File: src/rtl/sveu_pkg.sv
// ----------------------------------------------------------------------------
// sveu_pkg: shared types and constants of the stack machine execute unit
// Field widths, decoded item format, configuration registers and
// register file helpers.
// ----------------------------------------------------------------------------
package sveu_pkg;

  // Sizing
  localparam int NUM_REGS   = 8;
  localparam int MEM_WORDS  = 4096;
  localparam int MEM_AW     = $clog2(MEM_WORDS);
  localparam int DATA_W     = 16;
  localparam int IDX_W      = 3;
  localparam int MODE_W     = 4;
  localparam int CFG_IDX_W  = 3;
  localparam int ADDR_OUT_W = 12;

  // Decode queue between front and back
  localparam int Q_DEPTH = 2;
  localparam int Q_AW    = $clog2(Q_DEPTH);
  localparam int Q_CW    = $clog2(Q_DEPTH + 1);

  localparam logic [DATA_W-1:0] MEM_MASK  = DATA_W'(MEM_WORDS - 1);
  localparam logic [DATA_W-1:0] JUMP_BASE = 16'h2fff;

  // Reset values of the configuration registers
  localparam logic [IDX_W-1:0]  PC_INDEX_RST   = 3'd5;
  localparam logic [IDX_W-1:0]  SP_INDEX_RST   = 3'd6;
  localparam logic [IDX_W-1:0]  COND_INDEX_RST = 3'd7;
  localparam logic [DATA_W-1:0] LESS_CODE_RST  = 16'd2;
  localparam logic [DATA_W-1:0] EQUAL_CODE_RST = 16'd1;

  typedef enum logic [MODE_W-1:0] {
    MODE_MOV  = 4'd0,
    MODE_ADD  = 4'd1,
    MODE_SUB  = 4'd2,
    MODE_AND  = 4'd3,
    MODE_XOR  = 4'd4,
    MODE_CMP  = 4'd5,
    MODE_JUMP = 4'd6,
    MODE_JME  = 4'd7,
    MODE_PUSH = 4'd8,
    MODE_POP  = 4'd9
  } mode_t;

  typedef enum logic [2:0] {
    KIND_NOP,
    KIND_ALU,
    KIND_CMP,
    KIND_JUMP,
    KIND_JME,
    KIND_PUSH,
    KIND_POP
  } kind_t;

  typedef enum logic [2:0] {
    ALU_MOV,
    ALU_ADD,
    ALU_SUB,
    ALU_AND,
    ALU_XOR
  } alu_fn_t;

  typedef enum logic [CFG_IDX_W-1:0] {
    CFG_PC_INDEX   = 3'd0,
    CFG_SP_INDEX   = 3'd1,
    CFG_COND_INDEX = 3'd2,
    CFG_LESS_CODE  = 3'd3,
    CFG_EQUAL_CODE = 3'd4
  } cfg_reg_t;

  typedef struct packed {
    kind_t               kind;
    alu_fn_t             alu_fn;
    logic [IDX_W-1:0]    reg_index;
    logic [DATA_W-1:0]   operand;
  } dec_t;

  typedef struct packed {
    logic [IDX_W-1:0]    pc_index;
    logic [IDX_W-1:0]    sp_index;
    logic [IDX_W-1:0]    cond_index;
    logic [DATA_W-1:0]   less_code;
    logic [DATA_W-1:0]   equal_code;
  } cfg_t;

  typedef logic [NUM_REGS-1:0][DATA_W-1:0] rf_t;

  // Indexes at or above NUM_REGS read as zero
  function automatic logic [DATA_W-1:0] rf_read(rf_t rf, logic [IDX_W-1:0] idx);
    logic [DATA_W-1:0] v;
    v = '0;
    for (int i = 0; i < NUM_REGS; i++) begin
      if (int'(idx) == i) v = rf[i];
    end
    return v;
  endfunction

  // Writes to indexes at or above NUM_REGS are dropped
  function automatic rf_t rf_write(rf_t rf, logic [IDX_W-1:0] idx,
                                   logic [DATA_W-1:0] v);
    rf_t r;
    r = rf;
    for (int i = 0; i < NUM_REGS; i++) begin
      if (int'(idx) == i) r[i] = v;
    end
    return r;
  endfunction

endpackage

File: src/rtl/sveu_queue.sv
// ----------------------------------------------------------------------------
// sveu_queue: decoded item queue
// Small FIFO between decode and execute; ready depends on fill only.
// ----------------------------------------------------------------------------
module sveu_queue (
  input  logic           clk,
  input  logic           rst_n,
  input  logic           push_valid,
  output logic           push_ready,
  input  sveu_pkg::dec_t push_data,
  output logic           pop_valid,
  input  logic           pop_ready,
  output sveu_pkg::dec_t pop_data
);

  sveu_pkg::dec_t                entries_r [sveu_pkg::Q_DEPTH];
  logic [sveu_pkg::Q_AW-1:0]     wr_ptr_r, wr_ptr_nxt;
  logic [sveu_pkg::Q_AW-1:0]     rd_ptr_r, rd_ptr_nxt;
  logic [sveu_pkg::Q_CW-1:0]     count_r, count_nxt;
  logic                          push, pop;

  assign push_ready = (count_r != sveu_pkg::Q_CW'(sveu_pkg::Q_DEPTH));
  assign pop_valid  = (count_r != '0);
  assign pop_data   = entries_r[rd_ptr_r];
  assign push       = push_valid & push_ready;
  assign pop        = pop_valid & pop_ready;

  always_comb begin
    wr_ptr_nxt = wr_ptr_r;
    rd_ptr_nxt = rd_ptr_r;
    if (push) begin
      wr_ptr_nxt = (wr_ptr_r == sveu_pkg::Q_AW'(sveu_pkg::Q_DEPTH - 1)) ? '0
                                                                       : wr_ptr_r + 1'b1;
    end
    if (pop) begin
      rd_ptr_nxt = (rd_ptr_r == sveu_pkg::Q_AW'(sveu_pkg::Q_DEPTH - 1)) ? '0
                                                                       : rd_ptr_r + 1'b1;
    end
    unique case ({push, pop})
      2'b10:   count_nxt = count_r + 1'b1;
      2'b01:   count_nxt = count_r - 1'b1;
      default: count_nxt = count_r;
    endcase
  end

  always_ff @(posedge clk) begin
    if (!rst_n) begin
      wr_ptr_r <= '0;
      rd_ptr_r <= '0;
      count_r  <= '0;
    end else begin
      wr_ptr_r <= wr_ptr_nxt;
      rd_ptr_r <= rd_ptr_nxt;
      count_r  <= count_nxt;
    end
  end

  always_ff @(posedge clk) begin
    if (push) entries_r[wr_ptr_r] <= push_data;
  end

endmodule

File: config.mk
export PLATFORM = sky130hd
export DESIGN_NAME = sveu_queue
export DESIGN_NICKNAME = d
export VERILOG_FILES = /design/src/rtl/sveu_pkg.sv /design/src/rtl/sveu_queue.sv
export SDC_FILE = /design/constraint.sdc
export NUM_CORES = 1
export LEC_CHECK = 0
export ABC_AREA = 1
export BUFFER_PORTS_ARGS = -buffer_cell sky130_fd_sc_hd__buf_2
export CAP_MARGIN = 10
export CORE_MARGIN = 8
export CORE_UTILIZATION = 49
export CTS_CLUSTER_SIZE = 12
export DETAILED_ROUTE_END_ITERATION = 8
export HOLD_SLACK_MARGIN = 0.12
export PLACE_DENSITY = 0.75
export REMOVE_ABC_BUFFERS = 1
export SLEW_MARGIN = 40
export SYNTH_ARGS = -nofsm -noshare
export SYNTH_HDL_FRONTEND = slang
export SYNTH_SLANG_ARGS = --single-unit
File: constraint.sdc
create_clock -name clk -period 3.7 [get_ports clk]
set_input_delay 0.74 -clock clk [delete_from_list [all_inputs] [get_ports clk]]
set_output_delay 0.74 -clock clk [all_outputs]
set_load 0.02 [all_outputs]
==> results.py <==
metrics = {
    "outcome": {
        "outcome": "complete, no violations",
    },
    "setup_path": {
        "r2r_end": "count_r[1]$_SDFFE_PN0P_",
        "crit_path_top_delay_cell": "dfxtp_1",
        "r2r.worst_path.cells": 9,
        "critical_path.max_stage_delay_ns": 0.72,
        "critPathArrivalTime_ns": 1.93,
        "regToRegStartpoint": "count_r[0]$_SDFFE_PN0P_",
        "worst_setup_path_end_kind": "output port",
        "regToRegSetupSlack_ns": 2.25,
        "cp_data_required_time_ns": 2.96,
        "worst-setup-path-type": "reg2out",
        "setup.worst_path.start_class": "flip-flop",
        "crit_path_cell_trace": "buf_4, mux2_2, buf_2",
        "crit_path_max_fanout": 14,
    },
    "sta": {
        "rsz0062_at_grt": "no",
        "clock.fmax_ghz": 0.3741,
        "hold-worst-slack_ns": 0.5047,
        "tightest_slew_ns": 0.6136,
        "finalSetupTns_ns": 0,
        "fin_worst_skew_ns": 0.004650,
        "max_slew_margin_vs_limit": 0.5904,
        "final-max-slew-violation-count": 0,
        "finalSetupViolCount": 0,
        "final_critical_path_required_period_ns": 2.673,
        "post-route-period-util": 0.7225,
        "hold_viol": 0,
        "final.setup.worst_slack_ns": 1.027,
    },
    "layout": {
        "area_growth_pct": 18.57,
        "post_route_standard_cell_area_excluding_fillers_um2": 2549,
        "drive_gt1_frac": 0.5254,
        "antennaDiodeCount": 0,
        "final_cell_count_no_fill": 229,
        "filler_cell_count": 350,
        "fin_nets": 206,
    },
    "floorplanning": {
        "area_enclosed_by_the_die_boundary_um2": 6763,
        "floorplan.die.height_um": 82.24,
        "core_area_um2": 4294,
        "floorplan.die.width_um": 82.24,
        "initial_core_util": 0.5006,
        "ios": 56,
        "core.rowCount": 24,
    },
    "global_routing": {
        "grt_start_max_net_pins": 27,
        "antenna_found_initial": 0,
        "grt_pass1_wl_um": 5768,
        "groute.usage.overall": 0.1141,
        "first_global_vias": 1195,
        "grt-ovfl-total": 0,
    },
    "routing": {
        "detail_route.drc_violations": 0,
        "route.vias.total": 1120,
        "antenna_left": 0,
        "route.detailed.wl_per_inst_um": 16.34,
        "post_drt_via_cell_ratio": 4.891,
        "detailedRoute.firstIterationViolations": 114,
        "drt-total-wl_um": 3743,
        "firstDrtPassIters": 3,
    },
    "pwr": {
        "vdd_drop_max_v": 0.0003298,
        "static-leakage-power_nw": 1.024,
        "pwr_density_cell_nw_per_um2": 592.1,
    },
    "place": {
        "place_inst": 221,
        "place_ws_ns": 1.325,
        "port_buffers": 55,
        "standard_cell_area_after_detailed_placement_um2": 2464,
        "routabilityCongestion": 0.6892,
    },
    "synth": {
        "mappedNetlistArea_um2": 2150,
        "synth_cell_types": 18,
        "yosys-top-cells-area": "edfxtp_1, mux2_4, dfxtp_1",
        "synth_top_area_share": 0.6985,
        "yosys_register_bits": 55,
        "synth_warnings": 0,
        "seq_area_frac_synth": 0.7451,
        "synthesis.instances": 114,
        "synth_area_leader_cell": "edfxtp_1",
        "synth.avg_cell_area_um2": 18.86,
    },
    "flow_run": {
        "cap_violations": 0,
    },
    "cts": {
        "clock_path_buffers": 2,
        "cts-root-buf": "clkbuf_8",
        "clk-insertion-delay-late_ns": 0.30,
        "postCtsHoldBufs": 0,
        "cts.sinks": 55,
        "numCtsBuffers": 5,
        "cts.reportedPaths.clkPinSlew_ns": 0.09,
        "clock_tree_from_tritoncts": "built",
        "count_of_buffers_added_by_post_cts_timing_repair_for_setup": 0,
        "htree_levels": 2,
        "postCtsResizedCells": 0,
    },
    "min_path": {
        "worst_hold_path.num_cells": 2,
        "worstHoldStart": "rd_ptr_r$_SDFFE_PN0P_",
        "end_point_of_the_most_critical_hold_path": "rd_ptr_r$_SDFFE_PN0P_",
        "min_path_type": "reg2reg",
    },
}
## report_power, final
part | leakage, nW | total [mW] | internal [mW] | switching (mW)
registers | 0.509 | 0.798 | 0.760 | 0.0378
clock network | 0.0428 | 0.309 | 0.133 | 0.177
logic | 0.473 | 0.402 | 0.175 | 0.226
total | 1.02 | 1.51 | 1.07 | 0.441
## metrics by stage
stage / util / total power, mW
after global placement: 0.5737 / 1.204
after global routing: 0.5935 / 1.585
final: 0.5935 / 1.509
after floorplan: - / 1.091
after CTS: 0.5935 / 1.529
after detailed placement: 0.5737 / 1.222
## layout make-up
| class | instances | area [µm²] | share of cell area |
|---|---|---|---|
| well taps | 52 | 65.06 | 0.02553 |
| clock inverters | 2 | 12.51 | 0.004909 |
| inverters | 5 | 18.77 | 0.007364 |
| clock buffers | 6 | 72.57 | 0.02847 |
| repair buffers | 58 | 297.8 | 0.1168 |
| flip-flops and latches | 55 | 1602 | 0.6284 |
| multi-input cells | 51 | 480.5 | 0.1885 |
## worst max-delay path by stage
stage	start	endpoint	slack, ns	cells after the start
final	flip-flop	pop_data[19]	1.03	3
after global routing	flip-flop	pop_data[19]	0.91	3
after CTS	flip-flop	pop_data[19]	0.98	3
after detailed placement	flip-flop	pop_data[19]	1.32	3
after global placement	flip-flop	pop_data[19]	1.36	3
after floorplan	push_valid	entries_r[0][0]$_DFFE_PP_	1.37	2
## synth_stat cells
cell and number:
edfxtp_1 50, mux2_4 20, nand2_1 9, nor2_1 9, dfxtp_1 5, mux2_2 5
inv_1 4, buf_12 2, a21oi_1 1, buf_6 1, ha_1 1, inv_2 1
nand2_2 1, nand3_1 1, nand4_1 1, nor2_2 1, o21a_1 1, o21ai_0 1
## state kept, by name (all words and copies together) (netlist names), named ones only
| name | flops |
|---|---|
| wr_ptr_r | 1 |
| count_r | 2 |
| rd_ptr_r | 1 |
| entries_r | 50 |
## kinds of logic (layout without fill, tap and decap cells)
logic type	after synthesis	count (layout)	share of synthesized area
adder cells (fa/ha/maj)	1	1	0.005820
flip-flops	55	55	0.7451
buffers and inverters	8	71	0.03259
multiplexers	25	25	0.1659
AND/OR/NAND/NOR	22	22	0.04249
AO/OA/AOI/OAI	3	3	0.008146
## worst max-delay path: cells and delay by family (launching register included)
kind                   cells  cell delay (ns)
DFF                        1             0.72
muxes                      1             0.37
buffers and inverters      2             0.55
## routing by layer
metal  global-route usage  part of all wire  vias to the layer above
met3              0.04221             0.088                        4
met4              0.04211             0.012                        0
met2               0.1809              0.48                       39
met1               0.1393              0.42                      534
met5                    0                 0                        -
li1                     -                 -                      543
## layout by cell type (no fill, tap or decap)
cell,synthesis,layout
inv_2,1,1
mux2_2,5,5
dfxtp_1,5,5
o21ai_0,1,1
ha_1,1,1
clkbuf_1,0,1
buf_2,0,55
nor2_2,1,2
clkbuf_8,0,5
nand3_1,1,1
nand4_1,1,1
o21a_1,1,1
nor2_1,9,8
edfxtp_1,50,50
inv_1,4,4
clkinv_4,0,1
clkinv_1,0,1
a21oi_1,1,1
mux2_4,20,20
nand2_1,9,9
nand2_2,1,1
buf_4,0,3
No activity file was read; power rests on OpenSTA's default activity.
