$ cat src/rtl/sveu_pkg.sv
// ----------------------------------------------------------------------------
// sveu_pkg: shared types and constants of the stack machine execute unit
// Field widths, decoded item format, configuration registers and
// register file helpers.
// ----------------------------------------------------------------------------
package sveu_pkg;

  // Sizing
  localparam int NUM_REGS   = 8;
  localparam int MEM_WORDS  = 4096;
  localparam int MEM_AW     = $clog2(MEM_WORDS);
  localparam int DATA_W     = 16;
  localparam int IDX_W      = 3;
  localparam int MODE_W     = 4;
  localparam int CFG_IDX_W  = 3;
  localparam int ADDR_OUT_W = 12;

  // Decode queue between front and back
  localparam int Q_DEPTH = 2;
  localparam int Q_AW    = $clog2(Q_DEPTH);
  localparam int Q_CW    = $clog2(Q_DEPTH + 1);

  localparam logic [DATA_W-1:0] MEM_MASK  = DATA_W'(MEM_WORDS - 1);
  localparam logic [DATA_W-1:0] JUMP_BASE = 16'h2fff;

  // Reset values of the configuration registers
  localparam logic [IDX_W-1:0]  PC_INDEX_RST   = 3'd5;
  localparam logic [IDX_W-1:0]  SP_INDEX_RST   = 3'd6;
  localparam logic [IDX_W-1:0]  COND_INDEX_RST = 3'd7;
  localparam logic [DATA_W-1:0] LESS_CODE_RST  = 16'd2;
  localparam logic [DATA_W-1:0] EQUAL_CODE_RST = 16'd1;

  typedef enum logic [MODE_W-1:0] {
    MODE_MOV  = 4'd0,
    MODE_ADD  = 4'd1,
    MODE_SUB  = 4'd2,
    MODE_AND  = 4'd3,
    MODE_XOR  = 4'd4,
    MODE_CMP  = 4'd5,
    MODE_JUMP = 4'd6,
    MODE_JME  = 4'd7,
    MODE_PUSH = 4'd8,
    MODE_POP  = 4'd9
  } mode_t;

  typedef enum logic [2:0] {
    KIND_NOP,
    KIND_ALU,
    KIND_CMP,
    KIND_JUMP,
    KIND_JME,
    KIND_PUSH,
    KIND_POP
  } kind_t;

  typedef enum logic [2:0] {
    ALU_MOV,
    ALU_ADD,
    ALU_SUB,
    ALU_AND,
    ALU_XOR
  } alu_fn_t;

  typedef enum logic [CFG_IDX_W-1:0] {
    CFG_PC_INDEX   = 3'd0,
    CFG_SP_INDEX   = 3'd1,
    CFG_COND_INDEX = 3'd2,
    CFG_LESS_CODE  = 3'd3,
    CFG_EQUAL_CODE = 3'd4
  } cfg_reg_t;

  typedef struct packed {
    kind_t               kind;
    alu_fn_t             alu_fn;
    logic [IDX_W-1:0]    reg_index;
    logic [DATA_W-1:0]   operand;
  } dec_t;

  typedef struct packed {
    logic [IDX_W-1:0]    pc_index;
    logic [IDX_W-1:0]    sp_index;
    logic [IDX_W-1:0]    cond_index;
    logic [DATA_W-1:0]   less_code;
    logic [DATA_W-1:0]   equal_code;
  } cfg_t;

  typedef logic [NUM_REGS-1:0][DATA_W-1:0] rf_t;

  // Indexes at or above NUM_REGS read as zero
  function automatic logic [DATA_W-1:0] rf_read(rf_t rf, logic [IDX_W-1:0] idx);
    logic [DATA_W-1:0] v;
    v = '0;
    for (int i = 0; i < NUM_REGS; i++) begin
      if (int'(idx) == i) v = rf[i];
    end
    return v;
  endfunction

  // Writes to indexes at or above NUM_REGS are dropped
  function automatic rf_t rf_write(rf_t rf, logic [IDX_W-1:0] idx,
                                   logic [DATA_W-1:0] v);
    rf_t r;
    r = rf;
    for (int i = 0; i < NUM_REGS; i++) begin
      if (int'(idx) == i) r[i] = v;
    end
    return r;
  endfunction

endpackage

$ cat src/rtl/sveu_front.sv
// ----------------------------------------------------------------------------
// sveu_front: input decode
// Accepts items and classifies the mode into an operation kind.
// ----------------------------------------------------------------------------
module sveu_front (
  input  logic                         in_valid,
  output logic                         in_ready,
  input  logic [sveu_pkg::MODE_W-1:0]  in_mode,
  input  logic [sveu_pkg::IDX_W-1:0]   in_reg_index,
  input  logic [sveu_pkg::DATA_W-1:0]  in_operand,
  output logic                         q_valid,
  input  logic                         q_ready,
  output sveu_pkg::dec_t               q_data
);

  sveu_pkg::kind_t   kind;
  sveu_pkg::alu_fn_t alu_fn;

  always_comb begin
    kind   = sveu_pkg::KIND_NOP;
    alu_fn = sveu_pkg::ALU_MOV;
    unique case (sveu_pkg::mode_t'(in_mode))
      sveu_pkg::MODE_MOV:  begin kind = sveu_pkg::KIND_ALU; alu_fn = sveu_pkg::ALU_MOV; end
      sveu_pkg::MODE_ADD:  begin kind = sveu_pkg::KIND_ALU; alu_fn = sveu_pkg::ALU_ADD; end
      sveu_pkg::MODE_SUB:  begin kind = sveu_pkg::KIND_ALU; alu_fn = sveu_pkg::ALU_SUB; end
      sveu_pkg::MODE_AND:  begin kind = sveu_pkg::KIND_ALU; alu_fn = sveu_pkg::ALU_AND; end
      sveu_pkg::MODE_XOR:  begin kind = sveu_pkg::KIND_ALU; alu_fn = sveu_pkg::ALU_XOR; end
      sveu_pkg::MODE_CMP:  kind = sveu_pkg::KIND_CMP;
      sveu_pkg::MODE_JUMP: kind = sveu_pkg::KIND_JUMP;
      sveu_pkg::MODE_JME:  kind = sveu_pkg::KIND_JME;
      sveu_pkg::MODE_PUSH: kind = sveu_pkg::KIND_PUSH;
      sveu_pkg::MODE_POP:  kind = sveu_pkg::KIND_POP;
      default:             kind = sveu_pkg::KIND_NOP;  // unused modes
    endcase
  end

  assign q_valid          = in_valid;
  assign in_ready         = q_ready;
  assign q_data.kind      = kind;
  assign q_data.alu_fn    = alu_fn;
  assign q_data.reg_index = in_reg_index;
  assign q_data.operand   = in_operand;

endmodule

$ cat config.mk
export PLATFORM = sky130hd
export DESIGN_NAME = sveu_front
export DESIGN_NICKNAME = d
export VERILOG_FILES = /design/src/rtl/sveu_pkg.sv /design/src/rtl/sveu_front.sv
export SDC_FILE = /design/constraint.sdc
export NUM_CORES = 1
export LEC_CHECK = 0
export ABC_AREA = 1
export BUFFER_PORTS_ARGS = -buffer_cell sky130_fd_sc_hd__buf_2
export CAP_MARGIN = 20
export CORE_AREA = 2 2 39 41
export DETAILED_ROUTE_END_ITERATION = 8
export DIE_AREA = 0 0 41 43
export PLACE_DENSITY_LB_ADDON = 0.08
export SYNTH_ARGS = -nofsm -noshare
export SYNTH_HDL_FRONTEND = slang
export SYNTH_SLANG_ARGS = --single-unit
$ cat constraint.sdc
create_clock -name vclk -period 0.8
set_clock_uncertainty 0.1 [all_clocks]
set_input_delay 0.08 -clock vclk [all_inputs]
set_output_delay 0.08 -clock vclk [all_outputs]
set_load 0.01 [all_outputs]
==> results of run 1 <==
-- kinds of logic (layout without fill, tap and decap cells) --
group,Yosys count,count (layout)
simple gates,17,17
compound gates,1,1
buf+inv,26,15
-- Yosys cell counts --
library cell | n | area (um2)
inv_2 | 3 | 11.26
inv_1 | 2 | 7.510
nand3_1 | 2 | 10.01
nor2_4 | 1 | 11.26
buf_4 | 21 | 157.7
nand2_1 | 8 | 30.03
nor3_2 | 1 | 10.01
nor2_2 | 2 | 12.51
o21ai_0 | 1 | 5.000
nor2_1 | 3 | 11.26
-- how the worst max path moves through the flow --
| stage | from | to | slack [ps] | cells after the start |
|---|---|---|---|---|
| floorplan | in_mode[2] | q_data[21] | 200 | 4 |
| global placement | in_mode[3] | q_data[23] | -50 | 6 |
| detailed placement | in_mode[3] | q_data[23] | -50 | 6 |
| CTS | in_mode[3] | q_data[23] | -3 | 6 |
| global route | in_mode[2] | q_data[24] | -40 | 6 |
| finish | in_mode[2] | q_data[23] | 20 | 6 |
-- metal layers --
metal	track usage	vias to the layer above	wire, um
met5	0	-	0
met4	0.02000	0	2
met3	0.02618	2	121
met2	0.09375	15	276
met1	0.06013	83	174
li1	-	88	-
-- through the flow --
| stage | utilization | TNS, ps | total power [W] |
|---|---|---|---|
| global route | 0.1510 | -96.67 | 0.0001101 |
| floorplan | - | 0 | 0.0001527 |
| global placement | 0.1293 | -138.6 | 0.00008559 |
| finish | 0.1510 | 0 | 0.0001017 |
| detailed placement | 0.1293 | -98.73 | 0.00008445 |
| CTS | 0.1374 | -2.908 | 0.00009198 |
-- power by group through the flow --
stage	clock, W	sequential, W	combinational (W)
global placement	0	0	0.0000856
floorplan	0	0	0.000153
CTS	0	0	0.0000920
global route	0	0	0.000110
finish	0	0	0.000102
detailed placement	0	0	0.0000845
-- cells in the final DEF, fill, tap and decap left out, drive strengths merged --
| cell type | instances |
|---|---|
| nand2 | 8 |
| nor2 | 6 |
| nor3 | 1 |
| buf | 10 |
| nand3 | 2 |
| o21ai | 1 |
| inv | 5 |
-- timing repair --
item | 4_1_cts | 5_1_grt
pin swaps | 2 | 1
hold buffers | 0 | 0
resized for setup | 5 | 7
cloned | 0 | 0
setup endpoints to repair | 4 | 6
-- layout make-up --
cell class | instances | area [um2] | area share
repair buffers | 10 | 71.32 | 0.3413
inverters | 5 | 21.27 | 0.1018
multi-input cells | 18 | 96.34 | 0.4611
well taps | 16 | 20.02 | 0.09581
==> results by group, run 1 <==
Finish
  • Fillers: 164
  • Ratio of cells with drive above 1 in the final layout: 0.6061
  • Clock buffers: 0
  • Area grow syn2layout: -21.60%
  • Fin cells: 49
  • Final net count: 60
  • Finished Cell Area: 209.0 um2
  • Reg area: 0 um2
  • Ant. Diodes: 0
  • FFs & Latches: 0

Worst hold path
  • Hold Path Depth: 0
  • Hold/Removal Path Class: primary input to output port
  • HP Start: q_ready
  • Worst Hold End: in_ready

Logic synthesis
  • Cells after Synth: 44
  • Simple-gate share of the synthesized area: 0.3192
  • Post-Synth XOR/XNOR Area: 0
  • Total nets after synthesis: 69
  • Cell Area, Synth: 266.5 um2
  • Post-synthesis sequential area ratio: 0
  • Total number of yosys warnings: 0
  • Cell variety after synth: 10
  • Largest family of logic cells by synthesized area: buffers and inverters
  • Mux contribution to synthesized area: 0
  • Compound-Gate Fraction of Synth Area: 0.01878
  • Post-Synth Adder-Cell Area: 0
  • Mean post-synth cell area: 6.057 um2

Power
  • Logic pwr share: 1.000
  • Clock Power Share: 0
  • Worst-case vdd ir drop: 0.1058 mV
  • Pwr/cell area: 486.8 nW/um2
  • Net switching fraction of the power: 0.5508
  • Leakage: 0.1154 nW
  • NetSw: 0.00005603 W
  • Internal Pwr Total: 0.00004569 W
  • Flop pwr share: 0

Critical path
  • Worst path buffer plus inverter count: 3
  • CP max stage delay: 130 ps
  • Max Fanout on Critical Path: 4
  • Data required time of the worst path: 620 ps
  • Worst Path Arrival: 600 ps
  • Worst setup path class: primary input to output port
  • Critical Path, Cell by Cell: buf_8 > inv_4 > nor2_4 > nand2_1 > nand3_1 > buf_2
  • CP startpoint kind: primary input
  • Worst Setup End Kind: output port
  • CP max-delay cell: nor2_4
  • Crit path max-delay family: simple AND/OR/NAND/NOR gates

Die
  • Die Footprint: 1763 um2
  • Die Y: 43 um
  • I/O pins: 52
  • Initial Util: 0.1926
  • Die W: 41 um
  • FP Rows: 14
  • CORE AREA: 1384 um2

GRT
  • First-pass GRT wire length: 759 um
  • Initial antenna violation count: 0
  • Global route overflow: 0
  • Largest net degree at the start of global routing: 6
  • Total track usage: 0.05694
  • Vias in the first global route: 137

STA
  • Tmin final: 776.1 ps
  • PnR worst setup slack: 23.86 ps
  • Rel. slew slack: 0.9175
  • Final worst-path cycle share: 0.9702
  • Hold Fails Final Rpt: 0
  • RSZ-0062 raised after global routing: true
  • Pin slew with the least headroom to its limit: 123.6 ps
  • Max Freq: 1.288 GHz
  • Max-slew violation count: 0
  • Final setup fails: 0
  • Hold slack final: 60.00 ps

Route
  • Drt drc: 0
  • Wire per inst: 11.71 um
  • DRT iter0 DRCs: 1
  • Routed vias: 188
  • Initial DRT Pass Iterations: 2
  • Vias per cell: 3.837
  • Routed Wire Length: 574 um
  • Detail Route Antenna Nets: 0

Placement
  • Port bufs: 10
  • HPWL Detailed: 508.6 um
  • Placement Cell Area: 178.9 um2
  • Global placement routability congestion: 0.6537
  • Dpl cells: 49
  • Worst slack, placed: -46.92 ps

Clock network
  • Post-CTS setup buffers: 0

Status
  • Run status: finished, final reports clean

Flow run
  • Max Cap Viol: 0
No activity file was read; power rests on OpenSTA's default activity.
==> run 2: changes to the inputs <==
==> constraint.sdc (replaced) <==
create_clock -name vclk -period 0.8
set_clock_uncertainty 0.1 [all_clocks]
set_input_delay 0.16 -clock vclk [all_inputs]
set_output_delay 0.16 -clock vclk [all_outputs]
set_load 0.01 [all_outputs]
==> run 2 against run 1 <==
  * The flow now finishes with violations (setup timing)
  * Worst setup slack worse by 180 ps
  * Die area stayed put
  * Routed wire length is 3.0% lower
  * Final cell count did not move
  * Via count decreased by 1.6%
==> results by group, run 2 (same netlist as run 1, synthesis figures left out) <==
Critical path
  • Data required time of the worst path: 540 ps (-80 ps)
  • CP max-delay cell: buf_2
  • CP startpoint kind: primary input
  • CP max stage delay: 150 ps (+20 ps)
  • Critical Path, Cell by Cell: buf_4 > nor2_4 > inv_2 > nor3_2 > buf_2
  • Worst Path Arrival: 690 ps (+90 ps)
  • Worst Setup End Kind: output port
  • CP Launch Point: in_mode[3]
  • Crit path capture: q_data[21]
  • Max Fanout on Critical Path: 4 (unchanged)
  • Worst setup path class: primary input to output port

Finish
  • Finished Cell Area: 209.0 um2 (unchanged)
  • Final net count: 60 (unchanged)
  • Most frequent cells in the layout: nand2_1 (8), buf_2 (6), inv_2 (3), buf_4 (3)
  • Final core utilization: 0.1510 (unchanged)
  • Clock buffers: 0 (unchanged)
  • Reg area: 0 um2 (unchanged)
  • Most common cell after layout, fill and taps aside: nand2_1
  • Ratio of cells with drive above 1 in the final layout: 0.6061 (unchanged)
  • Fin cells: 49 (unchanged)
  • Area grow syn2layout: -21.60% (unchanged)
  • FFs & Latches: 0 (unchanged)
  • Ant. Diodes: 0 (unchanged)

Route
  • DRT iter0 DRCs: 1 (unchanged)
  • Routed Wire Length: 557 um (-3.0%)
  • Drt drc: 0 (unchanged)
  • Detail Route Antenna Nets: 0 (unchanged)
  • Wire per inst: 11.37 um (-3.0%)
  • Initial DRT Pass Iterations: 2 (unchanged)
  • Routed vias: 185 (-1.6%)
  • Vias per cell: 3.776 (-1.6%)

GRT
  • Initial antenna violation count: 0 (unchanged)
  • Total track usage: 0.05694 (unchanged)
  • Largest net degree at the start of global routing: 6 (unchanged)
  • Global route hottest layer: met2
  • GRT met2 Usage: 0.09688 (+0.003125)
  • Grt met1 use: 0.05380 (-0.006329)
  • Vias in the first global route: 171 (+25%)
  • First-pass GRT wire length: 779 um (+2.6%)
  • Met3 GRT Util: 0.03141 (+0.005236)
  • Global route overflow: 0 (unchanged)

Power
  • Pwr/cell area: 484.3 nW/um2 (-0.51%)
  • Worst-case vdd ir drop: 0.1275 mV (+21%)
  • Leakage: 0.1130 nW (-2.1%)
  • Total power: 0.0001012 W (-0.51%)

STA
  • Max Freq: 1.051 GHz (-18%)
  • RSZ-0062 raised after global routing: true
  • Max-slew violation count: 0 (unchanged)
  • Hold slack final: 220.0 ps (+160.0 ps)
  • Rel. slew slack: 0.9111 (-0.006455)
  • Hold Fails Final Rpt: 0 (unchanged)
  • Tmin final: 951.9 ps (+175.8 ps)
  • PnR worst setup slack: -151.9 ps (-175.8 ps)
  • Final setup fails: 6 (+6)
  • Pin slew with the least headroom to its limit: 132.0 ps (+8.420 ps)
  • Final worst-path cycle share: 1.190 (+0.2197)

Die
  • FP Rows: 14 (unchanged)
  • I/O pins: 52 (unchanged)
  • Initial Util: 0.1926 (unchanged)
  • CORE AREA: 1384 um2 (unchanged)
  • Die Footprint: 1763 um2 (unchanged)
  • Die W: 41 um (unchanged)
  • Die Y: 43 um (unchanged)

Placement
  • HPWL Detailed: 506.3 um (-0.45%)
  • Global placement routability congestion: 0.6688 (+2.3%)
  • Port bufs: 10 (unchanged)
  • Dpl cells: 49 (unchanged)
  • Placement Cell Area: 178.9 um2 (unchanged)

Clock network
  • Post-CTS setup buffers: 0 (unchanged)
  • Cts hold-fix bufs: 0 (unchanged)

Worst hold path
  • HP Start: q_ready
  • Hold/Removal Path Class: primary input to output port

Flow run
  • Max Cap Viol: 0 (unchanged)

Status
  • Failing checks: setup timing
  • Run status: complete, but fails checks
## run 2: metal layers
layer | vias up | share of wire
met1 | 77 | 0.30
li1 | 91 | -
met3 | 2 | 0.22
met2 | 15 | 0.47
met4 | 0 | 0.0036
met5 | - | 0
## run 2: worst min-delay path by stage
stage / slack [ps] / cells past startpoint / to
5_1_grt: 220 / 0 / q_data[16]
2_1_floorplan: 250 / 1 / q_data[21]
3_5_place_dp: 220 / 0 / q_data[11]
3_3_place_gp: 220 / 0 / q_data[11]
4_1_cts: 220 / 0 / q_data[11]
6_report: 220 / 0 / in_ready
## run 2: area by class of cell
cell class	count	area [um2]
multi-input cells	18	97.59
well taps	16	20.02
repair buffers	10	67.56
inverters	5	23.77
fillers	162	1175
## run 2: where the power goes
group / total [W] / internal, W / switching, W
registers: 0 / 0 / 0
clock network: 0 / 0 / 0
logic: 0.000101 / 0.0000447 / 0.0000565
## run 2: critical path: cells and delay by family
family	cells	cell delay [ps]
buffers and inverters	3	320
AND/OR/NAND/NOR	2	210
## run 2: timing repair
action	CTS	global route
endpoints found under the hold margin	0	0
pin swaps	4	4
gates resized for setup	10	1
endpoints found under the setup margin	6	6
## run 2: per-stage QoR
stage,TNS [ps],setup WS [ps]
3_3_place_gp,-987.2,-210.5
5_1_grt,-1078,-205.6
2_1_floorplan,0,43.39
4_1_cts,-864.6,-164.8
6_report,-771.9,-151.9
3_5_place_dp,-984.5,-218.1
==> run 3: changes to the inputs <==
--- a/config.mk
+++ b/config.mk
@@ -5,7 +5,7 @@
 export SDC_FILE = /design/constraint.sdc
 export NUM_CORES = 1
 export LEC_CHECK = 0
-export ABC_AREA = 1
+export ABC_AREA = 0
 export BUFFER_PORTS_ARGS = -buffer_cell sky130_fd_sc_hd__buf_2
 export CAP_MARGIN = 20
 export CORE_AREA = 2 2 39 41
==> run 3 against run 2 <==
  * Critical path depth fell by 1
  * Cell area rose by 48%
  * The run still ends with setup timing left
  * Largest cell class is now non-clock buffers
  * Global-route usage rose by 1.5 points
  * Largest power group unchanged
  * Synthesized cell count fell by 20%
  * Final cell count fell by 12%
  * Non-clock buffer count rose by 5
  * First-iteration DRC count fell by 100%
  * Critical endpoint is now q_data[23]
  * Via count did not move
  * Highest routed layer unchanged
  * Area after synthesis rose by 2.8%
  * Worst hold slack did not move
==> results by group, run 3 <==
Critical path
  • Worst Setup End Kind: output port
  • Critical Path, Cell by Cell: buf_12 > or2b_1 > o22ai_2 > buf_2
  • Worst setup path class: primary input to output port
  • Data required time of the worst path: 540 ps (about the same)
  • CP max stage delay: 220 ps (+70 ps)
  • Worst Path Arrival: 730 ps (+40 ps)
  • CP max-delay cell: or2b_1
  • Max Fanout on Critical Path: 6 (+2)
  • CP startpoint kind: primary input
  • CP Launch Point: in_mode[1]

Logic synthesis
  • Cell Area, Synth: 274.0 um2 (+2.8%)
  • Yosys top cell area share: 0.5753 (-0.01621)
  • Total nets after synthesis: 60 (-13%)
  • Synth cell count leaders: buf_4 (21), buf_6 (2), o22ai_1 (2)
  • Post-synthesis sequential area ratio: 0 (unchanged)
  • Dominant cell type by area after synthesis: buf_4
  • Cell variety after synth: 13 (+3)
  • Total number of yosys warnings: 0 (unchanged)
  • Mean post-synth cell area: 7.829 um2 (+29%)
  • Leading cell types by total area after synthesis: buf_4 (58%), buf_6 (8.2%), nand3b_4 (7.3%)
  • Cells after Synth: 35 (-20%)
  • Most common cell in the netlist: buf_4

Route
  • Metal-1 WL: 194 um (+15%)
  • Drt drc: 0 (unchanged)
  • Initial DRT Pass Iterations: 1 (-1)
  • DRT iter0 DRCs: 0 (-1)
  • Max Used Layer: met4
  • DR WL met3: 122 um (+0.83%)
  • Wire per inst: 14.60 um (+28%)
  • WL met2: 280 um (+6.9%)
  • Routed Wire Length: 628 um (+13%)
  • Detail Route Antenna Nets: 0 (unchanged)
  • Routed vias: 185 (unchanged)
  • Vias per cell: 4.302 (+14%)

Placement
  • HPWL Detailed: 503.3 um (-0.59%)
  • Port bufs: 10 (unchanged)
  • Dpl cells: 41 (-16%)
  • Global placement routability congestion: 0.6467 (-3.3%)

STA
  • Setup TNS: -837.1 ps (-65.18 ps)
  • Tmin final: 992.3 ps (+40.35 ps)
  • RSZ-0062 raised after global routing: true
  • Rel. slew slack: 0.8836 (-0.02750)
  • Pin slew with the least headroom to its limit: 174.2 ps (+42.20 ps)
  • Hold Fails Final Rpt: 0 (unchanged)
  • Hold slack final: 220.0 ps (unchanged)
  • Final setup fails: 6 (unchanged)
  • Final worst-path cycle share: 1.240 (+0.05043)
  • Max Freq: 1.008 GHz (-4.1%)
  • PnR worst setup slack: -192.3 ps (-40.35 ps)
  • Max-slew violation count: 0 (unchanged)

Die
  • FP Rows: 14 (unchanged)
  • Initial Util: 0.1980 (+0.005425)
  • Die W: 41 um (unchanged)
  • Die Y: 43 um (unchanged)
  • CORE AREA: 1384 um2 (unchanged)
  • I/O pins: 52 (unchanged)
  • Die Footprint: 1763 um2 (unchanged)

Finish
  • FFs & Latches: 0 (unchanged)
  • Most common cell after layout, fill and taps aside: buf_2
  • Ant. Diodes: 0 (unchanged)
  • Most frequent cells in the layout: buf_2 (6), buf_4 (4), buf_12 (3), o22ai_2 (2)
  • Reg area: 0 um2 (unchanged)
  • Final net count: 54 (-10%)
  • Multi-input gate area: 136.4 um2 (+40%)
  • Clock buffers: 0 (unchanged)
  • Area grow syn2layout: 12.79%
  • Fillers: 150 (-7.4%)
  • Ratio of cells with drive above 1 in the final layout: 0.8889 (+0.2828)
  • Fin cells: 43 (-12%)

Status
  • Failing checks: setup timing
  • Run status: complete, but fails checks

Power
  • Leakage: 0.1446 nW (+28%)
  • Worst-case vdd ir drop: 0.2338 mV (+83%)
  • Pwr/cell area: 519.3 nW/um2 (+7.2%)

Flow run
  • Max Cap Viol: 0 (unchanged)

Clock network
  • Cts hold-fix bufs: 0 (unchanged)

GRT
  • Initial antenna violation count: 0 (unchanged)
  • Vias in the first global route: 168 (-1.8%)
  • First-pass GRT wire length: 917 um (+18%)
  • Largest net degree at the start of global routing: 9 (+3)
  • Global route overflow: 0 (unchanged)
  • Total track usage: 0.07193 (+0.01499)

Worst hold path
  • Hold/Removal Path Class: primary input to output port
  • HP Start: in_valid
## run 3: worst paths after layout
kind	end	slack, ps	depth (start not counted)
max	q_data[23]	-190	4
min	q_valid	220	0
## run 3: final cells by class
| type | count | share of cell area |
|---|---|---|
| inverters | 1 | 0.02024 |
| well taps | 16 | 0.06478 |
| multi-input cells | 11 | 0.4413 |
| repair buffers | 15 | 0.4737 |
## run 3: logic make-up (layout without fill, tap and decap cells)
| kind of cell | count (synthesis) | after routing | share of synthesized area |
|---|---|---|---|
| xor+xnor | 1 | 1 | 0.03197 |
| compound gates | 4 | 4 | 0.1050 |
| simple gates | 6 | 6 | 0.1918 |
| buf+inv | 24 | 16 | 0.6712 |
## run 3: repair_timing
action	4_1_cts	5_1_grt
pin swaps	3	2
endpoints found under the setup margin	6	6
cloned	0	0
setup buffers	2	0
resized for setup	17	5
## run 3: metrics by stage
stage                     setup slack, ps    util  area (um2)  total power [W]
after floorplan                    -72.19       -       299.0        0.0001771
after global placement             -247.9  0.1528       211.5        0.0001099
after detailed placement           -257.2  0.1528       211.5        0.0001088
after CTS                          -207.6  0.2043       282.8        0.0001461
after global routing               -223.7  0.2233       309.0        0.0001714
final                              -192.3  0.2233       309.0        0.0001605
## run 3: metal layers
metal,vias to the layer above,track usage
li1,78,-
met1,81,0.08228
met2,20,0.1031
met3,6,0.03141
met4,0,0.04667
met5,-,0
## run 3: where the power goes
part           leakage (nW)  switching [W]  internal [W]
Clock                     0              0             0
Sequential                0              0             0
Combinational         0.145      0.0000643     0.0000962
## run 3: worst max-delay path: cells and delay by family
family	cells	cell delay, ps
buffers and inverters	2	260
AND/OR/NAND/NOR	1	220
AO/OA/AOI/OAI	1	90
